File: src/sv/cir_pkg.sv
// ----------------------------------------------------------------------------
// cir_pkg: shared types, constants and helpers for the contact resolver
// Fixed-point helpers, register indices and the pipeline context record.
// ----------------------------------------------------------------------------
package cir_pkg;

    localparam int CFG_IDX_W = 2;
    localparam int CFG_DAT_W = 16;

    localparam logic [CFG_IDX_W-1:0] CFG_CORR_FRAC = 2'd0;
    localparam logic [CFG_IDX_W-1:0] CFG_PEN_SLOP  = 2'd1;

    localparam logic [CFG_DAT_W-1:0] CORR_FRAC_RST = 16'd26214;
    localparam logic [CFG_DAT_W-1:0] PEN_SLOP_RST  = 16'd655;

    // mass share / friction ratio: Q1.16 quotient, 17 bits wide
    localparam int Q_BITS  = 17;
    localparam int DIV_LAT = (Q_BITS + 1) / 2;
    localparam int MU_RW   = 16;
    localparam int LEN_RW  = 32;
    localparam int LEN_LAT = (LEN_RW + 1) / 2;

    typedef enum logic [1:0] {
        OC_RESOLVED = 2'd0,
        OC_STATIC   = 2'd1,
        OC_SEPARATE = 2'd2
    } t_outcome;

    typedef struct packed {
        logic signed [31:0] rvx;
        logic signed [31:0] rvy;
        logic signed [31:0] ivx;
        logic signed [31:0] ivy;
        logic signed [15:0] nx;
        logic signed [15:0] ny;
        logic [30:0]        depth;
        logic [31:0]        ri;
        logic [32:0]        sum;
        logic signed [32:0] dvx;
        logic signed [32:0] dvy;
        logic [15:0]        e;
        logic [15:0]        fref;
        logic [15:0]        finc;
        logic [31:0]        ff;
        logic signed [48:0] pvx;
        logic signed [48:0] pvy;
        t_outcome           outcome;
        logic [35:0]        vmag;
        logic [30:0]        excess;
        logic [37:0]        dn;
        logic [30:0]        corr;
        logic [16:0]        sr;
        logic [16:0]        si;
        logic [37:0]        dr;
        logic [37:0]        di;
        logic [30:0]        cr;
        logic [30:0]        ci;
        logic [38:0]        lim;
        logic signed [54:0] prx;
        logic signed [54:0] pry;
        logic signed [54:0] pix;
        logic signed [54:0] piy;
        logic signed [47:0] crx;
        logic signed [47:0] cry;
        logic signed [47:0] cix;
        logic signed [47:0] ciy;
        logic signed [31:0] sh_rx;
        logic signed [31:0] sh_ry;
        logic signed [31:0] sh_ix;
        logic signed [31:0] sh_iy;
        logic signed [32:0] rlx;
        logic signed [32:0] rly;
        logic signed [48:0] plx;
        logic signed [48:0] ply;
        logic signed [35:0] vn2;
        logic signed [51:0] qx;
        logic signed [51:0] qy;
        logic signed [39:0] tx;
        logic signed [39:0] ty;
        logic               tz;
        logic [3:0]         k;
        logic [30:0]        axs;
        logic [30:0]        ays;
        logic [61:0]        sqx;
        logic [61:0]        sqy;
        logic [62:0]        ssum;
        logic [40:0]        len;
        logic [40:0]        num;
        logic signed [57:0] cpx;
        logic signed [57:0] cpy;
        logic signed [39:0] cx;
        logic signed [39:0] cy;
        logic signed [57:0] fxr;
        logic signed [57:0] fyr;
        logic signed [57:0] fxi;
        logic signed [57:0] fyi;
    } t_ctx;

    // arithmetic shift right, rounding toward zero
    function automatic logic signed [63:0] trunc_shr(input logic signed [63:0] v,
                                                     input int unsigned sh);
        logic signed [63:0] bias;
        bias = v[63] ? ((64'sd1 <<< sh) - 64'sd1) : 64'sd0;
        return (v + bias) >>> sh;
    endfunction

    function automatic logic signed [31:0] sat32(input logic signed [63:0] v);
        if (v > 64'sd2147483647) begin
            return 32'sh7fffffff;
        end
        if (v < -64'sd2147483648) begin
            return 32'sh80000000;
        end
        return v[31:0];
    endfunction

endpackage

File: src/sv/cir_frac_div.sv
// ----------------------------------------------------------------------------
// cir_frac_div: pipelined fractional divider
// Restoring division num * 2^16 / den for num <= den, two quotient bits a stage.
// ----------------------------------------------------------------------------
module cir_frac_div #(
    parameter int W = 33
) (
    input  logic                      i_clk,
    input  logic                      i_en,
    input  logic [W-1:0]              i_num,
    input  logic [W-1:0]              i_den,
    output logic [cir_pkg::Q_BITS-1:0] o_q
);
    import cir_pkg::*;

    localparam int STEPS = Q_BITS;
    localparam int NST   = (STEPS + 1) / 2;

    logic [W:0]       a_rem [NST];
    logic [W-1:0]     a_den [NST];
    logic [STEPS-1:0] a_q   [NST];
    logic [W:0]       n_rem [NST];
    logic [STEPS-1:0] n_q   [NST];
    logic [W:0]       r_rem [NST];
    logic [W-1:0]     r_den [NST];
    logic [STEPS-1:0] r_q   [NST];

    for (genvar g = 0; g < NST; g++) begin : g_stage
        if (g == 0) begin : g_first
            assign a_rem[g] = {1'b0, i_num};
            assign a_den[g] = i_den;
            assign a_q[g]   = '0;
        end else begin : g_next
            assign a_rem[g] = r_rem[g-1];
            assign a_den[g] = r_den[g-1];
            assign a_q[g]   = r_q[g-1];
        end

        always_comb begin
            n_rem[g] = a_rem[g];
            n_q[g]   = a_q[g];
            for (int j = 0; j < 2; j++) begin
                if (2 * g + j < STEPS) begin
                    if (2 * g + j > 0) begin
                        n_rem[g] = n_rem[g] << 1;
                    end
                    if (n_rem[g] >= {1'b0, a_den[g]}) begin
                        n_rem[g] = n_rem[g] - {1'b0, a_den[g]};
                        n_q[g]   = {n_q[g][STEPS-2:0], 1'b1};
                    end else begin
                        n_q[g]   = {n_q[g][STEPS-2:0], 1'b0};
                    end
                end
            end
        end

        always_ff @(posedge i_clk) begin
            if (i_en) begin
                r_rem[g] <= n_rem[g];
                r_den[g] <= a_den[g];
                r_q[g]   <= n_q[g];
            end
        end
    end

    assign o_q = r_q[NST-1];

endmodule

File: config.mk
export PLATFORM = sky130hd
export DESIGN_NAME = cir_frac_div
export DESIGN_NICKNAME = d
export VERILOG_FILES = /design/src/sv/cir_pkg.sv /design/src/sv/cir_frac_div.sv
export SDC_FILE = /design/constraint.sdc
export NUM_CORES = 2
export LEC_CHECK = 0
export ABC_AREA = 1
export BUFFER_PORTS_ARGS = -buffer_cell sky130_fd_sc_hd__buf_2
export CAP_MARGIN = 30
export CORE_MARGIN = 2
export CORE_UTILIZATION = 56
export CTS_BUF_LIST = sky130_fd_sc_hd__clkbuf_4 sky130_fd_sc_hd__clkbuf_8 sky130_fd_sc_hd__clkbuf_16
export CTS_CLUSTER_DIAMETER = 80
export CTS_CLUSTER_SIZE = 12
export DETAILED_ROUTE_END_ITERATION = 12
export PLACE_DENSITY = 0.72
export SLEW_MARGIN = 25
export SYNTH_ARGS = -nofsm -noshare
export SYNTH_HDL_FRONTEND = slang
export SYNTH_SLANG_ARGS = --single-unit
File: constraint.sdc
create_clock -name i_clk -period 6.6 [get_ports i_clk]
set_clock_uncertainty 0.1 [all_clocks]
set_input_delay 0.33 -clock i_clk [delete_from_list [all_inputs] [get_ports i_clk]]
set_output_delay 0.33 -clock i_clk [all_outputs]
set_load 0.05 [all_outputs]
Yosys cells after proc, flatten, opt, wreduce, memory -nomap -nowiden
Memories as Yosys holds them, arrays and structs flattened.
Index checks and enable logic that the tools add are counted.
{"block": "word_totals", "mem_count": 3, "ram_bits": 756, "elab_cells": 73, "inputBits": 68, "ff_bits": 0, "output_inout_bits": 17}
{"memory": "r_rem", "words": 9, "width": 34, "read_ports": 8, "rd_ports_with_merged_regs": 0, "write_ports": 9, "line": "cir_frac_div.sv:24", "rtl": "logic [W:0] r_rem [NST];"}
{"memory": "r_den", "words": 9, "width": 33, "read_ports": 8, "rd_ports_with_merged_regs": 0, "write_ports": 9, "line": "cir_frac_div.sv:25", "rtl": "logic [W-1:0] r_den [NST];"}
{"memory": "r_q", "words": 9, "width": 17, "read_ports": 9, "rd_ports_with_merged_regs": 0, "write_ports": 9, "line": "cir_frac_div.sv:26", "rtl": "logic [STEPS-1:0] r_q [NST];"}
{"block": "classes", "order_cmp": 17, "n_mux": 36, "add_sub_neg": 17}
{"op": "$ge A34 B33 Y1", "count": 16}
{"op": "$mux W34", "count": 9}
{"op": "$sub A34 B33 Y34", "count": 9}
{"op": "$mux W33", "count": 8}
{"op": "$sub A33 B33 Y33", "count": 8}
{"op": "$ge A33 B33 Y1", "count": 1}
{"op": "$mux W1", "count": 19}

Depth between registers and ports, before layout
An unclocked memory read counts as a cell.
{"block": "depth", "depth_word": 5, "ltp_mapped": 33, "mapped_depth_nobuf": 32}

Least setup slack after synthesis
No wires, ideal clock.
{"block": "synth_timing", "path_type": "register to register", "start": "memory r_den[6][0], in the netlist r_den[0][198]", "end": "memory r_rem[0][245] (netlist name) (data pin)", "setup_slack_ns": 2.768, "synth_period_minus_slack_ns": 3.832, "arrival_time_ns": 3.478, "setup_time_ns": 0.254, "path_stages_with_launch": 24, "path_buffers": 1, "required_time_ns": 6.246, "cell_sequence": "edfxtp_1 > inv_2 > fa_1 > inv_1 > nor2_1 > or2_2 > nand4_1 > nand3_1 > or2_2 > nand3_1 > nand2_1 > ha_1 > nand2_1 > nand2_1 > a21oi_1 > a21boi_0 > nor2_1 > nor2_1 > nand2_1 > nand2_2 > nand4_2 > buf_2 > nand2_1 > nand2_1"}
{"item": "start: declaration", "line": "cir_frac_div.sv:25"}
{"item": "end: declaration", "line": "cir_frac_div.sv:24"}

==> reports/metrics.yaml <==
worst_setup_path:
  worstPathArrival_ns: 6.23
  crit_type: "reg -> reg"
  crit_path_start: "r_den[0][128]"
  crit_path_end_kind: "register"
  cp.required_ns: 6.94
  cp-start-kind: "register"
  rr_worst_depth: 23
  critPathMaxFanout: 38
  reg2reg_setup_slack_ns: 0.71
  r2r-end: "r_rem[0][165]"
  r2r_start: "r_den[0][128]"
clocking:
  clkSinkCount: 617
  root_buffer: "clkbuf_16"
  cts_setup_buffers: 0
  ctsResizeCount: 0
  cts_buffers: 68
  clockBufferDepth: 3
  h-tree-depth: 3
  clk_latency_ns: 0.67
  hold_buffers: 33
  clkSlewWorstSetupHoldPaths_ns: 0.07
  cts_tree: "done"
logic_synthesis:
  synth_edf_count: 617
  syn_nets: 10000
  synth_top_area_cell: "edfxtp_1"
  synth_top_area_share_pct: 29.4
  synth_cell_types: 55
  synth_area_leaders: "edfxtp_1 29%, nand2_1 19%, ha_1 11%, inv_1 8.2%, nand3_1 6.2%"
  synth_area_um2: 63000
  ys_seq_area_share_pct: 29.4
  synth_warnings: 0
  synthFlopType: "edfxtp_1"
  async_reset_ff_share_pct: 0
  synth_seq_cells: 617
  syn_avg_cell_area_um2: 6.69
  synth_cells: 9410
timing:
  rsz0062_at_grt: "false"
  tightest_slew_ns: 1.19
  setup_violations: 0
  finalHoldViolCount: 0
  fin_crit_ns: 5.89
  slew_viol_final: 0
  max_freq_ghz: 0.170
  holdWs_ns: 0.112
  relSlewSlack_pct: 20.9
  fin_tns_setup_ns: 0
  period_share_pct: 89.2
floorplan:
  die_h_um: 339
  die-area_um2: 115000
  die_w_um: 339
  initial_core_util_pct: 56.2
  core_um2: 112000
  row_count: 123
  io_pins: 85
grt:
  grt_pass1_wl_um: 360000
  antenna_found_initial: 7
  grt_max_degree: 169
  grt_pass1_vias: 60100
  grt_overflow: 0
  grt_usage_pct: 40.8
routing:
  routed.top_layer: "met4"
  drt-initial-drc-count: 7739
  ant_nets: 0
  met3_length_um: 22900
  drtPass1Iterations: 12
  routed-wl-met2_um: 106000
  wl_um: 241000
  routed-via-count: 64200
  wl_per_cell_um: 21.8
  m1WireLength_um: 92800
  via_per_inst: 5.81
  drc_errors: 2
layout:
  stdcell_count: 11000
  drive_gt1_share_pct: 5.39
  fin_util_pct: 59.9
  nets: 10200
  area_growth_pct: 6.59
placement:
  dpl.hpwl_um: 200000
  io_buffers: 84
  dp_cells: 10900
  place.gp.congestion: 1.10
min_path:
  hold_end: "r_rem[0][134]"
  hp-class: "in -> reg"
  min_from: "i_en"
  whs_path_depth: 1
outcome:
  status: "finished, violations left"
  violations: "DRC"
flow_run:
  maxCapViolCount: 0
==> worst max path at each step <==
stage	to	slack, ns	cells past startpoint
after floorplan	r_rem[0][245]	2.77	23
after global placement	r_rem[0][165]	0.99	23
after detailed placement	r_rem[0][157]	0.95	23
after CTS	r_rem[0][165]	0.93	24
after global routing	r_rem[0][165]	0.51	24
final	r_rem[0][165]	0.71	23
==> layer usage <==
metal | vias to the layer above | GRT usage, %
met5 | - | 0
met1 | 29400 | 50.7
li1 | 30700 | -
met2 | 3391 | 64.4
met4 | 0 | 28.5
met3 | 728 | 7.60
==> worst max-delay path: stages, from the launching register on <==
cell	delay [ns]
edfxtp_1	0.69
inv_1	0.22
ha_1	0.40
inv_1	0.14
o21bai_1	0.11
nor2_1	0.22
o21ai_1	0.10
a21oi_2	0.21
nand2_4	0.27
inv_2	0.61
o21ai_1	0.27
ha_1	0.41
nand2_1	0.13
o21a_1	0.22
nor2_1	0.20
nor2_1	0.06
nand2_1	0.15
nand2_1	0.07
nand2_1	0.11
nand2_2	0.07
nand4_2	0.08
buf_4	0.38
nand2_1	0.12
nand2_1	0.28
==> cells in the mapped netlist (5+ instances only) <==
library cell,n
a211oi_1,5
a21boi_0,14
a21o_1,56
a21oi_1,536
a21oi_2,42
a31oi_1,39
and2_1,15
buf_2,25
buf_4,44
buf_6,32
clkbuf_1,16
edfxtp_1,617
fa_1,9
ha_1,553
inv_1,1377
inv_2,51
nand2_1,3266
nand2_2,33
nand2_4,6
nand3_1,782
nand3_2,13
nand3b_1,88
nand4_1,79
nand4_4,5
nor2_1,833
nor2_2,37
nor2_4,13
nor3_1,75
nor3_2,6
nor4_1,21
o211ai_1,8
o21a_1,33
o21ai_0,187
o21ai_1,18
o21bai_1,79
o221ai_1,8
or2_2,77
xnor2_1,93
xor2_1,184
==> kinds of logic (layout without fill, tap and decap cells) <==
| kind of cell | after synthesis | after routing | synth area share (%) |
|---|---|---|---|
| XOR/XNOR | 277 | 277 | 3.85 |
| AND/OR/NAND/NOR | 5365 | 5365 | 36.0 |
| adder cells (fa/ha/maj) | 562 | 562 | 11.3 |
| AO/OA/AOI/OAI | 1034 | 1034 | 9.45 |
| other | 0 | 9 | 0 |
| buffers and inverters | 1555 | 1685 | 10.0 |
| flip-flops | 617 | 617 | 29.4 |
==> registers in the layout, summed over array words and instances (netlist names) <==
name / count
r_den: 264
r_rem: 264
r_q: 89
==> final cells by class <==
type | count | area [um^2]
Timing Repair Buffer | 163 | 1180
Sequential cell | 617 | 18500
Fill cell | 10900 | 44900
Multi-Input combinational cell | 7238 | 38100
Clock inverter | 19 | 210
Tap cell | 1500 | 1880
Antenna cell | 9 | 22.5
Clock buffer | 71 | 1780
Inverter | 1432 | 5380
==> cells in the final DEF (no fill, tap or decap), types with 37 or more instances in the layout <==
cell,instances
nor2_2,37
inv_1,1377
inv_2,51
or2_2,77
ha_1,553
nor3_1,75
nor2_1,833
nand3_1,782
a21oi_2,42
edfxtp_1,617
nand3b_1,88
xor2_1,184
clkbuf_16,71
buf_4,40
xnor2_1,93
nand4_1,79
a21o_1,56
buf_2,83
a31oi_1,39
o21bai_1,79
a21oi_1,536
nand2_1,3266
o21ai_0,187
==> stage by stage <==
| step | setup slack (ns) | instance area (um^2) |
|---|---|---|
| 6_report | 0.714 | 67100 |
| 5_1_grt | 0.506 | 67100 |
| 4_1_cts | 0.931 | 67100 |
| 3_5_place_dp | 0.953 | 64700 |
| 3_3_place_gp | 0.989 | 64700 |
| 2_1_floorplan | 2.77 | 63000 |
Power is not shown: default switching activity piles up to over one toggle a cycle in this logic, so the estimate is an artifact.
