--- src/sv/cir_pkg.sv ---
// ----------------------------------------------------------------------------
// cir_pkg: shared types, constants and helpers for the contact resolver
// Fixed-point helpers, register indices and the pipeline context record.
// ----------------------------------------------------------------------------
package cir_pkg;

    localparam int CFG_IDX_W = 2;
    localparam int CFG_DAT_W = 16;

    localparam logic [CFG_IDX_W-1:0] CFG_CORR_FRAC = 2'd0;
    localparam logic [CFG_IDX_W-1:0] CFG_PEN_SLOP  = 2'd1;

    localparam logic [CFG_DAT_W-1:0] CORR_FRAC_RST = 16'd26214;
    localparam logic [CFG_DAT_W-1:0] PEN_SLOP_RST  = 16'd655;

    // mass share / friction ratio: Q1.16 quotient, 17 bits wide
    localparam int Q_BITS  = 17;
    localparam int DIV_LAT = (Q_BITS + 1) / 2;
    localparam int MU_RW   = 16;
    localparam int LEN_RW  = 32;
    localparam int LEN_LAT = (LEN_RW + 1) / 2;

    typedef enum logic [1:0] {
        OC_RESOLVED = 2'd0,
        OC_STATIC   = 2'd1,
        OC_SEPARATE = 2'd2
    } t_outcome;

    typedef struct packed {
        logic signed [31:0] rvx;
        logic signed [31:0] rvy;
        logic signed [31:0] ivx;
        logic signed [31:0] ivy;
        logic signed [15:0] nx;
        logic signed [15:0] ny;
        logic [30:0]        depth;
        logic [31:0]        ri;
        logic [32:0]        sum;
        logic signed [32:0] dvx;
        logic signed [32:0] dvy;
        logic [15:0]        e;
        logic [15:0]        fref;
        logic [15:0]        finc;
        logic [31:0]        ff;
        logic signed [48:0] pvx;
        logic signed [48:0] pvy;
        t_outcome           outcome;
        logic [35:0]        vmag;
        logic [30:0]        excess;
        logic [37:0]        dn;
        logic [30:0]        corr;
        logic [16:0]        sr;
        logic [16:0]        si;
        logic [37:0]        dr;
        logic [37:0]        di;
        logic [30:0]        cr;
        logic [30:0]        ci;
        logic [38:0]        lim;
        logic signed [54:0] prx;
        logic signed [54:0] pry;
        logic signed [54:0] pix;
        logic signed [54:0] piy;
        logic signed [47:0] crx;
        logic signed [47:0] cry;
        logic signed [47:0] cix;
        logic signed [47:0] ciy;
        logic signed [31:0] sh_rx;
        logic signed [31:0] sh_ry;
        logic signed [31:0] sh_ix;
        logic signed [31:0] sh_iy;
        logic signed [32:0] rlx;
        logic signed [32:0] rly;
        logic signed [48:0] plx;
        logic signed [48:0] ply;
        logic signed [35:0] vn2;
        logic signed [51:0] qx;
        logic signed [51:0] qy;
        logic signed [39:0] tx;
        logic signed [39:0] ty;
        logic               tz;
        logic [3:0]         k;
        logic [30:0]        axs;
        logic [30:0]        ays;
        logic [61:0]        sqx;
        logic [61:0]        sqy;
        logic [62:0]        ssum;
        logic [40:0]        len;
        logic [40:0]        num;
        logic signed [57:0] cpx;
        logic signed [57:0] cpy;
        logic signed [39:0] cx;
        logic signed [39:0] cy;
        logic signed [57:0] fxr;
        logic signed [57:0] fyr;
        logic signed [57:0] fxi;
        logic signed [57:0] fyi;
    } t_ctx;

    // arithmetic shift right, rounding toward zero
    function automatic logic signed [63:0] trunc_shr(input logic signed [63:0] v,
                                                     input int unsigned sh);
        logic signed [63:0] bias;
        bias = v[63] ? ((64'sd1 <<< sh) - 64'sd1) : 64'sd0;
        return (v + bias) >>> sh;
    endfunction

    function automatic logic signed [31:0] sat32(input logic signed [63:0] v);
        if (v > 64'sd2147483647) begin
            return 32'sh7fffffff;
        end
        if (v < -64'sd2147483648) begin
            return 32'sh80000000;
        end
        return v[31:0];
    endfunction

endpackage

--- src/sv/cir_isqrt.sv ---
// ----------------------------------------------------------------------------
// cir_isqrt: pipelined integer square root
// Digit-by-digit floor square root, two result bits a stage.
// ----------------------------------------------------------------------------
module cir_isqrt #(
    parameter int RW = 16
) (
    input  logic            i_clk,
    input  logic            i_en,
    input  logic [2*RW-1:0] i_val,
    output logic [RW-1:0]   o_root
);
    import cir_pkg::*;

    localparam int WR  = 2 * RW + 1;
    localparam int NST = (RW + 1) / 2;

    logic [WR-1:0] a_rem  [NST];
    logic [RW-1:0] a_root [NST];
    logic [WR-1:0] n_rem  [NST];
    logic [RW-1:0] n_root [NST];
    logic [WR-1:0] r_rem  [NST];
    logic [RW-1:0] r_root [NST];

    for (genvar g = 0; g < NST; g++) begin : g_stage
        if (g == 0) begin : g_first
            assign a_rem[g]  = {1'b0, i_val};
            assign a_root[g] = '0;
        end else begin : g_next
            assign a_rem[g]  = r_rem[g-1];
            assign a_root[g] = r_root[g-1];
        end

        always_comb begin
            logic [WR-1:0] trial;
            int            bi;
            n_rem[g]  = a_rem[g];
            n_root[g] = a_root[g];
            for (int j = 0; j < 2; j++) begin
                bi = RW - 1 - (2 * g + j);
                if (bi >= 0) begin
                    trial = (WR'(n_root[g]) << (bi + 1)) + (WR'(1) << (2 * bi));
                    if (n_rem[g] >= trial) begin
                        n_rem[g]      = n_rem[g] - trial;
                        n_root[g][bi] = 1'b1;
                    end
                end
            end
        end

        always_ff @(posedge i_clk) begin
            if (i_en) begin
                r_rem[g]  <= n_rem[g];
                r_root[g] <= n_root[g];
            end
        end
    end

    assign o_root = r_root[NST-1];

endmodule

--- config.mk ---
export PLATFORM = sky130hd
export DESIGN_NAME = cir_isqrt
export DESIGN_NICKNAME = d
export VERILOG_FILES = /design/src/sv/cir_pkg.sv /design/src/sv/cir_isqrt.sv
export SDC_FILE = /design/constraint.sdc
export NUM_CORES = 1
export LEC_CHECK = 0
export ABC_AREA = 0
export BUFFER_PORTS_ARGS = -buffer_cell sky130_fd_sc_hd__buf_4
export CORE_MARGIN = 2
export CORE_UTILIZATION = 67
export CTS_BUF_LIST = sky130_fd_sc_hd__clkbuf_2 sky130_fd_sc_hd__clkbuf_4 sky130_fd_sc_hd__clkbuf_8
export CTS_CLUSTER_DIAMETER = 150
export DETAILED_ROUTE_END_ITERATION = 8
export GPL_ROUTABILITY_DRIVEN = 0
export PLACE_DENSITY = 0.84
export SLEW_MARGIN = 5
export SYNTH_ARGS = -nofsm -noshare
export SYNTH_HDL_FRONTEND = slang
export SYNTH_SLANG_ARGS = --single-unit
--- constraint.sdc ---
create_clock -name i_clk -period 16.15 [get_ports i_clk]
set_input_delay 2.4225 -clock i_clk [delete_from_list [all_inputs] [get_ports i_clk]]
set_output_delay 2.4225 -clock i_clk [all_outputs]
set_load 0.05 [all_outputs]
# ---- Yosys cells after proc, flatten, opt, wreduce, memory -nomap -nowiden
# Memories as Yosys holds them, arrays and structs flattened.
# Index checks and enable logic that the tools add are counted.
dict set report totals {
  register_bits 0
  n_memories 2
  elab_cells 83
  ramBits 392
}
# name depth word_bits read_ports rd_clocked_by_memory_dff wr line_no
set mem_list {}
lappend mem_list {r_rem 8 33 7 0 8 cir_isqrt.sv:22} ;# logic [WR-1:0] r_rem [NST];
lappend mem_list {r_root 8 16 8 0 8 cir_isqrt.sv:23} ;# logic [RW-1:0] r_root [NST];
dict set report classes {
  mux 34
  n_addsub 31
  n_lt_le_gt_ge 16
}
# cell count
set op_table {}
lappend op_table {{two-way mux 33 bit} 16}
lappend op_table {{greater-or-equal comparator 33 x 18 -> 1 bit} 1}
lappend op_table {{greater-or-equal comparator 33 x 19 -> 1 bit} 1}
lappend op_table {{greater-or-equal comparator 33 x 20 -> 1 bit} 1}
lappend op_table {{greater-or-equal comparator 33 x 21 -> 1 bit} 1}
lappend op_table {{greater-or-equal comparator 33 x 22 -> 1 bit} 1}
lappend op_table {{greater-or-equal comparator 33 x 23 -> 1 bit} 1}
lappend op_table {{greater-or-equal comparator 33 x 24 -> 1 bit} 1}
lappend op_table {{greater-or-equal comparator 33 x 25 -> 1 bit} 1}
lappend op_table {{greater-or-equal comparator 33 x 26 -> 1 bit} 1}
lappend op_table {{greater-or-equal comparator 33 x 27 -> 1 bit} 1}
lappend op_table {{greater-or-equal comparator 33 x 28 -> 1 bit} 1}
lappend op_table {{greater-or-equal comparator 33 x 29 -> 1 bit} 1}
lappend op_table {{greater-or-equal comparator 33 x 30 -> 1 bit} 1}
lappend op_table {{greater-or-equal comparator 33 x 31 -> 1 bit} 1}
lappend op_table {{greater-or-equal comparator 33 x 32 -> 1 bit} 1}
lappend op_table {{subtractor 32 x 31 -> 33 bit (second input constant)} 1}
lappend op_table {{subtractor 33 x 18 -> 33 bit} 1}
lappend op_table {{subtractor 33 x 19 -> 33 bit} 1}
lappend op_table {{subtractor 33 x 20 -> 33 bit} 1}
lappend op_table {{subtractor 33 x 21 -> 33 bit} 1}
lappend op_table {{subtractor 33 x 22 -> 33 bit} 1}
lappend op_table {{subtractor 33 x 23 -> 33 bit} 1}
lappend op_table {{subtractor 33 x 24 -> 33 bit} 1}
lappend op_table {{other kinds (25)} 42}

# ---- Longest topological paths before layout
# An unclocked memory read counts as a cell.
dict set report depth {
  depth_word 7
  depth_mapped 26
  depth_no_buf 23
}

# ---- Worst setup path after synthesis
# OpenSTA, ideal clock, no wires.
dict set report synth_path {
  kind {flip-flop to flip-flop}
  from {memory r_rem[3][22] (netlist name)}
  to {memory r_rem[4][23] (netlist name), data pin}
  setup_ps 255
  t_arrival_ps 5187
  path_stages_with_launch 25
  slack_ps 10708
  cell_sequence {edfxtp_1 -> ha_1 -> clkbuf_1 -> nand4_1 -> or4_1 -> o211ai_2 -> or2_1 -> buf_6 -> nand2b_1 -> buf_2 -> clkbuf_1 -> nor2_1 -> a21oi_1 -> ha_1 -> nor4bb_1 -> o21ai_0 -> a21oi_1 -> a2111oi_0 -> o41ai_2 -> a31oi_1 -> nand3b_1 -> nor4_4 -> buf_6 -> inv_2 -> a31o_1}
}
# item line_no
set synth_rtl {}
lappend synth_rtl {{from (decl)} cir_isqrt.sv:22}

==> summary.md <==
| Metric | Value |
|---|---|
| Vias per inst | ~6.3 |
| Total grt overflow | 0 |
| Antenna Nets Post-Route | 0 |
| First-pass GRT wire length | 74.8 mm |
| Crit path required time | 16,480 ps |
| Post-synth ARST share | 0 |
| Row count | 63 |
| Post-synthesis sequential area ratio | 0.448 |
| Mux contribution to synthesized area | 0.0111 |
| Mapped Area | 0.0203 mm² |
| Worst Setup Path Type | reg2reg |
| Final-report hold violation count | 0 |
| # Post-CTS Setup Buffers | 0 |
| HP Class | reg2reg |
| Antenna violations before repair | 0 |
| Setup_tns | 0 ps |
| CP Max Fanout | 23 |
| Fin. max-slew vios | 0 |
| Top sig layer | met4 |
| Final HPWL DP | between 30 and 40 mm |
| Chip height | about 180 µm |
| CTS H-Tree Depth | 2 |
| WL final | 46.4 mm |
| CTS tree | done |
| Synth Register Bits | 303 |
| # diodes | 0 |
| Met1 wire length | 17.6 mm |
| Synth Instances | around 2,000 |
| Root buffer cell | clkbuf_8 |
| Design Power | 3260 µW |
| Synth Area in XOR/XNOR | 0.0831 |
| Die X | approximately 180 µm |
| Adder and majority gate portion of the synthesized area | 0.0960 |
| Power density cells | 148 mW/mm² |
| Commonest non-fill, non-tap cells in the layout | 303 x edfxtp_1, 181 x nor2_1, 161 x a21oi_1 |
| Initial DRC count | 1,515 |
| Total I/O pin count | 50 |
| Via count | 15,700 |
| Largest family of logic cells by synthesized area | simple AND/OR/NAND/NOR gates |
| Port bufs | between 40 and 50 |
| GRT Total Usage | 0.295 |
| Crit end category | flop |
| Leakage | 0.00874 µW |
| Post-Route Skew | 28.6 ps |
| Warnings, synthesis | 0 |
| # setup viols final | 0 |
| Share of cells above drive strength 1 | 0.0879 |
| Clk buf depth | 3 |
| Post-cts resize count | 0 |
| Vias in the first global route | 15,800 |
| Least-Margin Pin Slew | 1190 ps |
| Largest net degree at the start of global routing | between 100 and 150 |
| # nets final | 2,256 |
| Hold-fix buffers at CTS | 0 |
| DRC | 0 |
| RSZ-0062 raised after global routing | no |
| Met3 WL | 2.45 mm |
| Post-synthesis simple-gate area fraction | 0.165 |
| DR pass1 iterations | 6 |
| Core region area | 0.0298 mm² |
| Post-Syn Area per Cell | 10.1 µm² |
| Worst VDD drop | 105 µV |
| Crit path DAT | between 7000 and 8000 ps |
| Clock sink count | 303 |
| Initial Utilization | 0.682 |
| DIE AREA | 0.0318 mm² |
| Fin crit share | 0.470 |
| Maxcap violations | 0 |
| Complex-gate fraction of the synthesized area | 0.160 |
| Commonest non-fill, non-tap cell in the layout | edfxtp_1 |
| Synthesized net count | 2,195 |
| Cts bufs inserted | 51 |
| Routed WL per cell | 18.6 µm |
| Worst-path clk slew | about 60 ps |
| Clk_lat worst skew | 600 ps |
| Outcome | complete, no violations |
| P&R area growth vs syn | 8.14% |
| Met2 WL | 23.9 mm |
| Fmax achieved | 0.132 GHz |
| Crit path time final | 7600 ps |
| Main flop type after synthesis | edfxtp_1 |
| Synth unique cells | 95 |
| CP Launch Type | flop |
| Worst slew margin | 0.200 |
| EDFF count, synth | just over 300 |
-- cell type report --
type                       count  area (µm²)
clock inverter                28         191
fill                        2009        7810
sequential                   303        9100
multi-input combinational   1516       10500
tap                          390         488
timing repair buffer          52         398
clock buffer                  63         798
inverter                     142         533
-- state kept, by name (all words and copies together), names as in the netlist --
name	cells
r_root	72
r_rem	231
-- synth_stat cells (5+ instances only) --
cell type	number	area, µm²
clkbuf_1	20	75.1
o211a_1	5	50.1
or2_2	12	75.1
o22ai_1	5	31.3
nand2_1	136	510
or3_1	14	87.6
o2111ai_1	6	52.6
edfxtp_1	303	9100
and2_1	6	37.5
nand4b_1	8	70.1
nand3b_1	12	90.1
inv_2	6	22.5
nor3_1	53	265
buf_2	15	75.1
o31ai_1	8	60.1
xnor2_1	124	1090
a21o_1	54	405
nor3b_1	6	45.0
a21boi_0	6	45.0
mux2_2	11	124
a31oi_1	13	81.3
and3_1	18	113
ha_1	156	1950
o21bai_1	13	97.6
a21oi_1	161	806
o21a_1	27	203
mux2i_1	9	90.1
o31a_1	6	52.6
inv_1	135	507
nand3_1	40	200
xor2_1	69	604
or4_1	7	52.6
nand2b_1	25	156
nor2b_1	15	93.8
nand4_1	32	200
nor4_1	49	307
o211ai_1	16	120
o21ai_1	12	60.1
o21ai_0	89	445
a2111oi_0	8	70.1
nor2_1	181	679
a211oi_1	13	97.6
-- critical path, stage by stage (launching register included) --
cell	delay (ps)
edfxtp_1	410
ha_1	430
or4b_1	450
or4_1	440
o211ai_2	220
or2_1	300
nand2b_1	590
clkinv_1	450
nand2_1	160
nand2_1	90
ha_1	380
nand4_1	220
nor3_1	70
a2111oi_0	700
o41ai_2	260
a31oi_1	400
nand3b_1	230
nor4_4	1060
or2_1	230
a21oi_1	80
xor2_1	150
-- power breakdown --
group / leakage, µW / switching [µW] / internal (µW)
clock network: 0.000523 / 304 / 359
registers: 0.00289 / 135 / 1080
logic: 0.00533 / 806 / 582
total: 0.00874 / 1250 / 2020
-- logic make-up (layout without fill, tap and decap cells) --
family,count (synthesis),after routing
mux,21,21
fa+ha+maj,156,156
buf+inv,186,285
xor+xnor,193,193
simple gates,648,648
compound gates,498,498
flops,303,303
-- metrics by stage --
step,area [µm²],std cells,worst slack (ps),util,hold WS [ps]
after floorplan,20300,2005,10710,-,426
after global placement,21000,2403,9180,0.705,428
after detailed placement,21000,2403,8810,0.705,434
after CTS,22000,2494,8770,0.738,440
after global routing,22000,2494,8020,0.738,450
final,22000,2494,8550,0.738,441
-- worst paths after layout --
path	startpoint	end	slack, ps	cells after the start
worst min register to register	r_rem[2][4]	r_rem[3][4]	440	0
worst min-delay path	r_rem[2][4]	r_rem[3][4]	440	0
worst max-delay path	r_rem[3][23]	r_rem[4][27]	8550	20
worst max register to register	r_rem[3][23]	r_rem[4][27]	8550	20
-- per-layer routing --
layer,up-vias,track usage
met2,636,0.554
met1,7330,0.325
met3,167,0.0305
li1,7595,-
met4,0,0.165
met5,-,0
Note: power is estimated with default switching activity, not from simulation.
